**src/hw/rtl/mspm_pkg.sv**
```systemverilog
// Shared widths, reset values, register codes and control structs of the peak meter.
`timescale 1ns / 1ps

package mspm_pkg;

  localparam int SAMPLE_W         = 16;
  localparam int CH_W             = 4;
  localparam int LEVEL_W          = 15;
  localparam int COUNT_W          = 5;
  localparam int DECAY_W          = 15;
  localparam int CFG_DATA_W       = 15;
  localparam int PROD_W           = LEVEL_W + DECAY_W;
  localparam int DEF_MAX_CHANNELS = 16;

  localparam logic [COUNT_W-1:0] COUNT_RST = COUNT_W'(1);
  localparam logic [DECAY_W-1:0] DECAY_RST = DECAY_W'(27525);
  localparam logic [LEVEL_W-1:0] LEVEL_MAX = '1;

  typedef enum logic [0:0] {
    REG_CHANNEL_COUNT = 1'b0,
    REG_DECAY_FACTOR  = 1'b1
  } cfg_reg_t;

  // Commands from the controller to the datapath.
  typedef struct packed {
    logic load_item;
    logic update;
    logic scan_init;
    logic scan_rd;
    logic peak_clear;
    logic mul;
    logic out_load;
  } dp_cmd_t;

  // Status from the datapath back to the controller.
  typedef struct packed {
    logic last;
    logic out_free;
  } dp_sts_t;

  // Magnitude of a Q1.15 sample; the most negative code saturates to full scale.
  function automatic logic [LEVEL_W-1:0] abs_sat(input logic signed [SAMPLE_W-1:0] s);
    logic [SAMPLE_W-1:0] neg;
    begin
      neg = SAMPLE_W'(-s);
      if (!s[SAMPLE_W-1]) begin
        abs_sat = s[LEVEL_W-1:0];
      end else if (neg[SAMPLE_W-1]) begin
        abs_sat = LEVEL_MAX;
      end else begin
        abs_sat = neg[LEVEL_W-1:0];
      end
    end
  endfunction

endpackage

```
**src/hw/rtl/mspm_if.sv**
```systemverilog
// Request channel interfaces of the peak meter: sample input, level output, configuration.
`timescale 1ns / 1ps

interface mspm_in_if import mspm_pkg::*; ();
  logic                       valid;
  logic                       ready;
  logic signed [SAMPLE_W-1:0] sample;
  logic [CH_W-1:0]            channel;
  logic                       block_end;

  modport source (output valid, output sample, output channel, output block_end, input ready);
  modport sink (input valid, input sample, input channel, input block_end, output ready);
endinterface

interface mspm_out_if import mspm_pkg::*; ();
  logic               valid;
  logic               ready;
  logic [LEVEL_W-1:0] left_level;
  logic [LEVEL_W-1:0] right_level;

  modport source (output valid, output left_level, output right_level, input ready);
  modport sink (input valid, input left_level, input right_level, output ready);
endinterface

interface mspm_cfg_if import mspm_pkg::*; ();
  logic                  valid;
  logic                  ready;
  cfg_reg_t              index;
  logic [CFG_DATA_W-1:0] data;

  modport source (output valid, output index, output data, input ready);
  modport sink (input valid, input index, input data, output ready);
endinterface

```
**src/hw/rtl/mspm_dp.sv**
```systemverilog
// Datapath of the peak meter: configuration, peak memory, top-two scan and level smoothing.
`timescale 1ns / 1ps

module mspm_dp import mspm_pkg::*; #(
  parameter int MAX_CHANNELS = DEF_MAX_CHANNELS,
  parameter int AW           = (MAX_CHANNELS > 1) ? $clog2(MAX_CHANNELS) : 1,
  parameter int NW           = $clog2(MAX_CHANNELS + 1)
) (
  input  logic                       clk,
  input  logic                       rst_n,
  input  logic signed [SAMPLE_W-1:0] in_sample,
  input  logic [CH_W-1:0]            in_channel,
  input  logic                       in_block_end,
  mspm_cfg_if.sink                   cfg_if,
  mspm_out_if.source                 out_if,
  input  dp_cmd_t                    cmd,
  input  logic [AW-1:0]              scan_addr,
  output dp_sts_t                    sts,
  output logic [NW-1:0]              meter_count
);

  localparam int CW = (AW > CH_W) ? AW : CH_W;

  logic [COUNT_W-1:0] count_r;
  logic [DECAY_W-1:0] decay_r;

  logic [LEVEL_W-1:0]      peak_mem [MAX_CHANNELS];
  logic [MAX_CHANNELS-1:0] peak_vld_r;
  logic [LEVEL_W-1:0]      rd_data_r;
  logic                    rd_vld_r;

  logic [LEVEL_W-1:0] mag_r;
  logic [AW-1:0]      addr_r;
  logic               hit_r;
  logic               last_r;

  logic               scan_pend_r;
  logic [AW-1:0]      scan_idx_r;
  logic [LEVEL_W-1:0] best_r, second_r, p0_r, p1_r;

  logic [LEVEL_W-1:0] lp_r, rp_r;
  logic [PROD_W-1:0]  lprod_r, rprod_r;
  logic [LEVEL_W-1:0] left_store_r, right_store_r;
  logic               out_valid_r;

  logic [CW-1:0]      ch_w;
  logic [AW-1:0]      ch_addr;
  logic               in_range;
  logic [AW-1:0]      rd_addr;
  logic [LEVEL_W-1:0] old_peak, upd_peak, scan_peak;
  logic [LEVEL_W-1:0] lp, rp, ldec, rdec;

  assign cfg_if.ready = 1'b1;

  always_ff @(posedge clk) begin
    if (!rst_n) begin
      count_r <= COUNT_RST;
      decay_r <= DECAY_RST;
    end else if (cfg_if.valid) begin
      unique case (cfg_if.index)
        REG_CHANNEL_COUNT: count_r <= cfg_if.data[COUNT_W-1:0];
        REG_DECAY_FACTOR:  decay_r <= cfg_if.data[DECAY_W-1:0];
        default: ;
      endcase
    end
  end

  // Effective channel count: at least one, at most the number of peak entries.
  always_comb begin
    if (count_r == '0) begin
      meter_count = NW'(1);
    end else if (32'(count_r) > MAX_CHANNELS) begin
      meter_count = NW'(MAX_CHANNELS);
    end else begin
      meter_count = NW'(count_r);
    end
  end

  assign ch_w     = CW'(in_channel);
  assign ch_addr  = ch_w[AW-1:0];
  assign in_range = 32'(in_channel) < 32'(meter_count);
  assign rd_addr  = cmd.load_item ? ch_addr : scan_addr;

  // Peak memory; an entry whose valid bit is clear reads as zero.
  always_ff @(posedge clk) begin
    if (cmd.load_item || cmd.scan_rd) begin
      rd_data_r <= peak_mem[rd_addr];
    end
    if (cmd.update && hit_r) begin
      peak_mem[addr_r] <= upd_peak;
    end
  end

  always_ff @(posedge clk) begin
    if (!rst_n) begin
      peak_vld_r <= '0;
      rd_vld_r   <= 1'b0;
    end else begin
      if (cmd.load_item || cmd.scan_rd) begin
        rd_vld_r <= peak_vld_r[rd_addr];
      end
      if (cmd.peak_clear) begin
        peak_vld_r <= '0;
      end else if (cmd.update && hit_r) begin
        peak_vld_r[addr_r] <= 1'b1;
      end
    end
  end

  always_ff @(posedge clk) begin
    if (!rst_n) begin
      hit_r  <= 1'b0;
      last_r <= 1'b0;
    end else if (cmd.load_item) begin
      hit_r  <= in_range;
      last_r <= in_block_end;
    end
  end

  always_ff @(posedge clk) begin
    if (cmd.load_item) begin
      mag_r  <= abs_sat(in_sample);
      addr_r <= ch_addr;
    end
  end

  assign old_peak  = rd_vld_r ? rd_data_r : '0;
  assign upd_peak  = (old_peak < mag_r) ? mag_r : old_peak;
  assign scan_peak = old_peak;

  always_ff @(posedge clk) begin
    if (!rst_n) begin
      scan_pend_r <= 1'b0;
    end else begin
      scan_pend_r <= cmd.scan_rd;
    end
  end

  always_ff @(posedge clk) begin
    if (cmd.scan_rd) begin
      scan_idx_r <= scan_addr;
    end
    if (cmd.scan_init) begin
      best_r   <= '0;
      second_r <= '0;
      p0_r     <= '0;
      p1_r     <= '0;
    end else if (scan_pend_r) begin
      if (scan_peak > best_r) begin
        second_r <= best_r;
        best_r   <= scan_peak;
      end else if (scan_peak > second_r) begin
        second_r <= scan_peak;
      end
      if (scan_idx_r == AW'(0)) begin
        p0_r <= scan_peak;
      end
      if (scan_idx_r == AW'(1)) begin
        p1_r <= scan_peak;
      end
    end
  end

  always_comb begin
    if (meter_count == NW'(1)) begin
      lp = p0_r;
      rp = p0_r;
    end else if (meter_count == NW'(2)) begin
      lp = p0_r;
      rp = p1_r;
    end else begin
      lp = best_r;
      rp = (second_r != '0) ? second_r : best_r;
    end
  end

  always_ff @(posedge clk) begin
    if (cmd.mul) begin
      lp_r    <= lp;
      rp_r    <= rp;
      lprod_r <= PROD_W'(left_store_r) * PROD_W'(decay_r);
      rprod_r <= PROD_W'(right_store_r) * PROD_W'(decay_r);
    end
  end

  assign ldec = lprod_r[PROD_W-1:DECAY_W];
  assign rdec = rprod_r[PROD_W-1:DECAY_W];

  // The stored levels double as the output register.
  always_ff @(posedge clk) begin
    if (!rst_n) begin
      left_store_r  <= '0;
      right_store_r <= '0;
      out_valid_r   <= 1'b0;
    end else if (cmd.out_load) begin
      left_store_r  <= (lp_r > ldec) ? lp_r : ldec;
      right_store_r <= (rp_r > rdec) ? rp_r : rdec;
      out_valid_r   <= 1'b1;
    end else if (out_if.ready) begin
      out_valid_r   <= 1'b0;
    end
  end

  assign out_if.valid       = out_valid_r;
  assign out_if.left_level  = left_store_r;
  assign out_if.right_level = right_store_r;

  assign sts.last     = last_r;
  assign sts.out_free = !out_valid_r || out_if.ready;

endmodule

```
**src/hw/rtl/mspm_ctrl.sv**
```systemverilog
// Controller of the peak meter: sequences sample update, peak scan and level output.
`timescale 1ns / 1ps

module mspm_ctrl import mspm_pkg::*; #(
  parameter int MAX_CHANNELS = DEF_MAX_CHANNELS,
  parameter int AW           = (MAX_CHANNELS > 1) ? $clog2(MAX_CHANNELS) : 1,
  parameter int NW           = $clog2(MAX_CHANNELS + 1)
) (
  input  logic          clk,
  input  logic          rst_n,
  input  logic          in_valid,
  output logic          in_ready,
  input  dp_sts_t       sts,
  input  logic [NW-1:0] meter_count,
  output dp_cmd_t       cmd,
  output logic [AW-1:0] scan_addr
);

  typedef enum logic [5:0] {
    ST_IDLE   = 6'b000001,
    ST_UPDATE = 6'b000010,
    ST_SCAN   = 6'b000100,
    ST_DRAIN  = 6'b001000,
    ST_MUL    = 6'b010000,
    ST_SMOOTH = 6'b100000
  } state_t;

  state_t        state_r, state_nxt;
  logic [AW-1:0] scan_r, scan_nxt;
  logic          scan_done;

  assign scan_done = (NW'(scan_r) + NW'(1)) == meter_count;

  always_comb begin
    state_nxt = state_r;
    scan_nxt  = scan_r;
    unique case (state_r)
      ST_IDLE: begin
        if (in_valid) begin
          state_nxt = ST_UPDATE;
        end
      end
      ST_UPDATE: begin
        scan_nxt  = '0;
        state_nxt = sts.last ? ST_SCAN : ST_IDLE;
      end
      ST_SCAN: begin
        scan_nxt = scan_r + AW'(1);
        if (scan_done) begin
          state_nxt = ST_DRAIN;
        end
      end
      ST_DRAIN: state_nxt = ST_MUL;
      ST_MUL:   state_nxt = ST_SMOOTH;
      ST_SMOOTH: begin
        if (sts.out_free) begin
          state_nxt = ST_IDLE;
        end
      end
      default: state_nxt = ST_IDLE;
    endcase
  end

  always_ff @(posedge clk) begin
    if (!rst_n) begin
      state_r <= ST_IDLE;
      scan_r  <= '0;
    end else begin
      state_r <= state_nxt;
      scan_r  <= scan_nxt;
    end
  end

  assign in_ready       = (state_r == ST_IDLE);
  assign scan_addr      = scan_r;
  assign cmd.load_item  = (state_r == ST_IDLE) && in_valid;
  assign cmd.update     = (state_r == ST_UPDATE);
  assign cmd.scan_init  = (state_r == ST_UPDATE) && sts.last;
  assign cmd.scan_rd    = (state_r == ST_SCAN);
  assign cmd.peak_clear = (state_r == ST_DRAIN);
  assign cmd.mul        = (state_r == ST_MUL);
  assign cmd.out_load   = (state_r == ST_SMOOTH) && sts.out_free;

endmodule

```
**src/hw/rtl/multichannel_stereo_peak_meter.sv**
```systemverilog
// Top level of the multichannel stereo peak meter: controller, datapath and checks.
`timescale 1ns / 1ps

// Channel   Direction  Carries
// in_if     sink       sample (Q1.15), channel index, block_end flag
// out_if    source     left_level, right_level (Q0.15)
// cfg_if    sink       register index, write data; always ready
//
// A sample that does not end a block is accepted in ST_IDLE, where its channel's peak is
// read, and its new peak is written back in ST_UPDATE. A block-ending sample then passes
// the peak scan, which reads the peak memory through its one read port one entry per
// cycle for the N metered channels, then the drain, multiply and final steps; the final
// step waits while the previous result is still held on out_if. Reset is synchronous, active low;
// it clears the peak valid bits, the stored levels and restores the register defaults.

module multichannel_stereo_peak_meter import mspm_pkg::*; #(
  parameter int MAX_CHANNELS = DEF_MAX_CHANNELS
) (
  input  logic       clk,
  input  logic       rst_n,
  mspm_in_if.sink    in_if,
  mspm_out_if.source out_if,
  mspm_cfg_if.sink   cfg_if
);

  localparam int AW = (MAX_CHANNELS > 1) ? $clog2(MAX_CHANNELS) : 1;
  localparam int NW = $clog2(MAX_CHANNELS + 1);

  dp_cmd_t       cmd;
  dp_sts_t       sts;
  logic [AW-1:0] scan_addr;
  logic [NW-1:0] meter_count;
  logic          in_ready;

  assign in_if.ready = in_ready;

  // The controller only sequences; all values live in the datapath.
  mspm_ctrl #(
    .MAX_CHANNELS (MAX_CHANNELS),
    .AW           (AW),
    .NW           (NW)
  ) u_ctrl (
    .clk         (clk),
    .rst_n       (rst_n),
    .in_valid    (in_if.valid),
    .in_ready    (in_ready),
    .sts         (sts),
    .meter_count (meter_count),
    .cmd         (cmd),
    .scan_addr   (scan_addr)
  );

  // The datapath holds the configuration, the per-channel peaks and the levels.
  mspm_dp #(
    .MAX_CHANNELS (MAX_CHANNELS),
    .AW           (AW),
    .NW           (NW)
  ) u_dp (
    .clk          (clk),
    .rst_n        (rst_n),
    .in_sample    (in_if.sample),
    .in_channel   (in_if.channel),
    .in_block_end (in_if.block_end),
    .cfg_if       (cfg_if),
    .out_if       (out_if),
    .cmd          (cmd),
    .scan_addr    (scan_addr),
    .sts          (sts),
    .meter_count  (meter_count)
  );

  // An accepted request holds off the next one while its peak is written back.
  assert property (@(posedge clk) disable iff (!rst_n)
    (in_if.valid && in_if.ready) |=> !in_if.ready)
    else $error("input accepted during peak write-back");

  // A request that does not end a block frees the input once its peak is written back.
  assert property (@(posedge clk) disable iff (!rst_n)
    (in_if.valid && in_if.ready && !in_if.block_end) |-> ##2 in_if.ready)
    else $error("non-final request did not release the input in time");

  // A new result never overwrites one still waiting on the output.
  assert property (@(posedge clk) disable iff (!rst_n)
    cmd.out_load |-> (!out_if.valid || out_if.ready))
    else $error("pending result overwritten");

endmodule
```
**src/flat_wrapper.sv**
```systemverilog
// flat-port wrapper written by rule: the top's interface ports become plain ports
module multichannel_stereo_peak_meter_flat import mspm_pkg::*;
#(
  parameter int MAX_CHANNELS = DEF_MAX_CHANNELS
)
  (clk, rst_n, in_if_valid, in_if_sample, in_if_channel, in_if_block_end, in_if_ready, out_if_valid, out_if_left_level, out_if_right_level, out_if_ready, cfg_if_valid, cfg_if_index, cfg_if_data, cfg_if_ready);
  mspm_in_if in_if_i ();
  mspm_out_if out_if_i ();
  mspm_cfg_if cfg_if_i ();
  input  logic clk;
  input  logic rst_n;
  input wire logic [$bits(in_if_i.valid)-1:0] in_if_valid;
  input wire logic [$bits(in_if_i.sample)-1:0] in_if_sample;
  input wire logic [$bits(in_if_i.channel)-1:0] in_if_channel;
  input wire logic [$bits(in_if_i.block_end)-1:0] in_if_block_end;
  output wire logic [$bits(in_if_i.ready)-1:0] in_if_ready;
  output wire logic [$bits(out_if_i.valid)-1:0] out_if_valid;
  output wire logic [$bits(out_if_i.left_level)-1:0] out_if_left_level;
  output wire logic [$bits(out_if_i.right_level)-1:0] out_if_right_level;
  input wire logic [$bits(out_if_i.ready)-1:0] out_if_ready;
  input wire logic [$bits(cfg_if_i.valid)-1:0] cfg_if_valid;
  input wire logic [$bits(cfg_if_i.index)-1:0] cfg_if_index;
  input wire logic [$bits(cfg_if_i.data)-1:0] cfg_if_data;
  output wire logic [$bits(cfg_if_i.ready)-1:0] cfg_if_ready;
  assign in_if_i.valid = in_if_valid;
  assign in_if_i.sample = in_if_sample;
  assign in_if_i.channel = in_if_channel;
  assign in_if_i.block_end = in_if_block_end;
  assign in_if_ready = in_if_i.ready;
  assign out_if_valid = out_if_i.valid;
  assign out_if_left_level = out_if_i.left_level;
  assign out_if_right_level = out_if_i.right_level;
  assign out_if_i.ready = out_if_ready;
  assign cfg_if_i.valid = cfg_if_valid;
  assign cfg_if_i.index = cfg_if_index;
  assign cfg_if_i.data = cfg_if_data;
  assign cfg_if_ready = cfg_if_i.ready;
  multichannel_stereo_peak_meter #(.MAX_CHANNELS(MAX_CHANNELS)) u_core (.clk(clk), .rst_n(rst_n), .in_if(in_if_i), .out_if(out_if_i), .cfg_if(cfg_if_i));
endmodule
```
**config.mk**
```make
export PLATFORM = sky130hd
export DESIGN_NAME = multichannel_stereo_peak_meter_flat
export DESIGN_NICKNAME = d
export VERILOG_FILES = /design/src/hw/rtl/mspm_pkg.sv /design/src/hw/rtl/mspm_if.sv /design/src/hw/rtl/mspm_dp.sv /design/src/hw/rtl/mspm_ctrl.sv /design/src/hw/rtl/multichannel_stereo_peak_meter.sv /design/src/flat_wrapper.sv
export SDC_FILE = /design/constraint.sdc
export NUM_CORES = 2
export LEC_CHECK = 0
export BUFFER_PORTS_ARGS = -buffer_cell sky130_fd_sc_hd__buf_2
export CAP_MARGIN = 15
export CORE_MARGIN = 10
export CORE_UTILIZATION = 50
export DETAILED_ROUTE_END_ITERATION = 10
export PLACE_DENSITY = 0.66
export SLEW_MARGIN = 20
export SYNTH_ARGS = -nofsm -noshare
export SYNTH_HDL_FRONTEND = slang
export SYNTH_SLANG_ARGS = --single-unit
```
**constraint.sdc**
```tcl
create_clock -name clk -period 6.7 [get_ports clk]
set_clock_uncertainty 0.1 [all_clocks]
set_input_delay 1.005 -clock clk [delete_from_list [all_inputs] [get_ports clk]]
set_output_delay 1.005 -clock clk [all_outputs]
set_load 0.005 [all_outputs]
```
==> flow_summary.json <==
{
  "holdBufCountCts": 0,
  "grt_overflow_total": 0,
  "maxSlewViolCount": 0,
  "drv_cap": 0,
  "primary_ff_master_synth": "sky130_fd_sc_hd__edfxtp_1",
  "die_y_microns": 286,
  "p_total_mw": 6.49,
  "grt_setup_unrepaired": "no",
  "cp_data_arrival_time_ps": 6730,
  "netlist_top_cells_area": "sky130_fd_sc_hd__edfxtp_1 (29%), sky130_fd_sc_hd__fa_1 (19%), sky130_fd_sc_hd__ha_1 (9.2%)",
  "timing.critical_path.to_type": "flop",
  "cts.htree.levels": 2,
  "power.leakage_nw": 17.6,
  "setup_total_negative_slack_ps": 0,
  "layout_top_registers": "u_core.u_dp.peak_mem (240), u_core.u_dp.peak_vld_r (16)",
  "synth.largest_area_cell": "sky130_fd_sc_hd__edfxtp_1",
  "grt_use_total_pct": 22.0,
  "drt.antenna.violating_nets": 0,
  "critical_path.cell_chain": "and2_1 > fa_1 > inv_1 > fa_1 > inv_1 > fa_1 > fa_1 > fa_1 > inv_1 > fa_1 > inv_1 > ha_1 > nand2_1 > o21ai_0 > a21boi_0 > o221a_2 > o31ai_1 > a311oi_2 > xnor2_1",
  "placement.io_buffers": 73,
  "synth-seq-area-share_pct": 36.6,
  "post-synth-top-count-cell": "sky130_fd_sc_hd__inv_1",
  "route.detailed.drc": 0,
  "slew_headroom_pct": 22.1,
  "chipWidth_microns": 286,
  "effective_utilization_at_floorplan_pct": 50.5,
  "holdWs_ps": 367,
  "worst-path-max-fanout": 21,
  "timing_worst_setup_path_type": "flop to flop",
  "final_worst_path_period_need_ps": 6470,
  "globalplace.congestion": 0.882,
  "fin_nets": 3914,
  "cts_buffers": 50,
  "design.portCount": 75,
  "syn-instance-count": 3236,
  "via_count": 24000,
  "routed_wire_length_per_instance_microns": 20.8,
  "root_buffer": "sky130_fd_sc_hd__clkbuf_16",
  "worst_slack_ps": 225,
  "number_of_antenna_violations_at_the_first_check_in_global_routing": 4,
  "async_reset_ff_share_pct": 0,
  "post_synth_most_frequent_cells": "sky130_fd_sc_hd__inv_1 (475), sky130_fd_sc_hd__edfxtp_1 (338), sky130_fd_sc_hd__fa_1 (332)",
  "first_iter_violations": 1707,
  "largest-register": "u_core.u_dp.peak_mem",
  "worstHoldPathType": "flop to flop",
  "max_stage_delay_ps": 540,
  "post-dp-hpwl_mm": 65.4,
  "worstSetupStartpointType": "flop",
  "path_common_cell": "sky130_fd_sc_hd__fa_1",
  "detailedRoute.firstPassIterationCount": 5,
  "run_status": "finished, final reports clean",
  "worst_ir_drop_vdd_mv": 0.297,
  "post_synth.cell_area_avg_sq_um": 11.0,
  "first_global_vias": 25500,
  "critPathSlowestCell": "sky130_fd_sc_hd__dfxtp_1",
  "design.core.area_sq_um": 70100,
  "timing.critical_path.required_ps": 6950,
  "fmax_ghz": 0.154,
  "synth_largest_type_area_fraction_pct": 28.6,
  "ctsLongestPathBuffers": 3,
  "cts.clk_slew.worst_paths_ps": 60,
  "largest_register_ffs": 240,
  "fill_cells": 5965,
  "postPlaceCellArea_sq_um": 37100,
  "area_growth_pct": 9.70,
  "die_area_sq_um": 81900,
  "drive_above_1_share_pct": 11.1,
  "synth_enable_flop_cells": 338,
  "finalSetupViolCount": 0,
  "maximum_number_of_pins_on_one_net_before_global_route_repair": 61,
  "postSynthRegisterBits": 479,
  "wirelength_mm": 88.6,
  "vias_per_cell": 5.63,
  "hold_vio_cnt_final": 0,
  "cts_num_sinks": 479,
  "rows": 97,
  "tritoncts": "done",
  "finalInstanceArea_sq_um": 38900,
  "timing.final.crit_share_pct": 96.6,
  "wire_length_of_the_first_global_routing_pass_mm": 143,
  "netlist-cell-type-count": 82,
  "clock_insertion_delay_worst_skew_ps": 630,
  "mappedNetlistNets": 3871,
  "p_per_area_nw_per_um2": 167,
  "post_synth_instance_area_sq_um": 35400,
  "place_ws_ps": 99.2,
  "yosysWarnings": 0,
  "timing_worst_slew_pin_value_ps": 1160
}
per-stage QoR:
step	cells	util, %
finish	4262	55.4
global route	4261	55.4
CTS	4261	55.4
detailed placement	4167	52.9
global placement	4167	52.9
floorplan	3236	-
report_power, final:
group	leakage (nW)	internal (mW)	switching, mW	total, mW
registers	4.18	3.22	0.0365	3.25
logic	12.5	0.131	0.248	0.379
clock network	0.843	1.65	1.20	2.86
total	17.6	5.00	1.49	6.49
worst max-delay path: cells and delay by family (launching register included):
kind	cells	cell delay, ps
adders and majority gates	7	3400
AOI/OAI and AO/OA	5	1510
DFF	1	540
and+or+nand+nor	2	350
buffers and inverters	4	190
xor gates and xnor gates	1	150
kinds of logic (layout without fill, tap and decap cells):
kind of cell             Yosys count  after routing  share of synthesized area (%)
AO/OA/AOI/OAI                    420            420                           7.51
XOR/XNOR                          44             44                           1.09
adder cells (fa/ha/maj)          593            593                           28.0
buffers and inverters            644            729                           7.04
flip-flops                       479            479                           36.6
multiplexers                     182            182                           7.34
other                              1              2                         0.0106
AND/OR/NAND/NOR                  873            873                           12.4
timing repair:
item                       in CTS  in global routing
setup buffers                   0                  0
setup endpoints to repair       0                 13
resized for setup               0                 13
routing by layer:
| metal | vias to the layer above | GRT usage, % | wire (microns) |
|---|---|---|---|
| met2 | 821 | 37.3 | 43300 |
| li1 | 11000 | - | - |
| met5 | - | 0 | 49 |
| met3 | 167 | 3.91 | 6140 |
| met1 | 12100 | 28.3 | 36500 |
| met4 | 8 | 6.82 | 2580 |
worst paths after layout:
path | startpoint | cells past startpoint | slack [ps] | to
max | u_core.u_dp.decay_r[0] | 19 | 230 | u_core.u_dp.lprod_r[28]
max reg2reg | u_core.u_dp.decay_r[0] | 19 | 230 | u_core.u_dp.lprod_r[28]
min reg2reg | u_core.u_dp.peak_vld_r[11] | 1 | 370 | u_core.u_dp.peak_vld_r[11]
min | u_core.u_dp.peak_vld_r[11] | 1 | 370 | u_core.u_dp.peak_vld_r[11]
layout by cell type, fill, tap and decap left out, drive strengths merged, types with 28 or more instances in the layout:
master	instances
nand3	30
buf	158
a22oi	31
a21oi	132
ha	261
fa	332
dfxtp	141
mux4	60
inv	477
mux2i	104
a21o	28
nor2	138
clkbuf	64
edfxtp	338
and2	288
o21ai	88
nand2	299
layout make-up:
class	count	area (sq um)	share of cell area, %
clock buffer	64	1410	3.61
tap	940	1180	3.02
multi-input combinational	2113	20100	51.7
antenna	1	2.50	0.00644
sequential	479	13000	33.4
inverter	477	1790	4.61
clock inverter	30	328	0.843
timing repair buffer	158	1090	2.81
No activity file was read; power rests on OpenSTA's default activity.
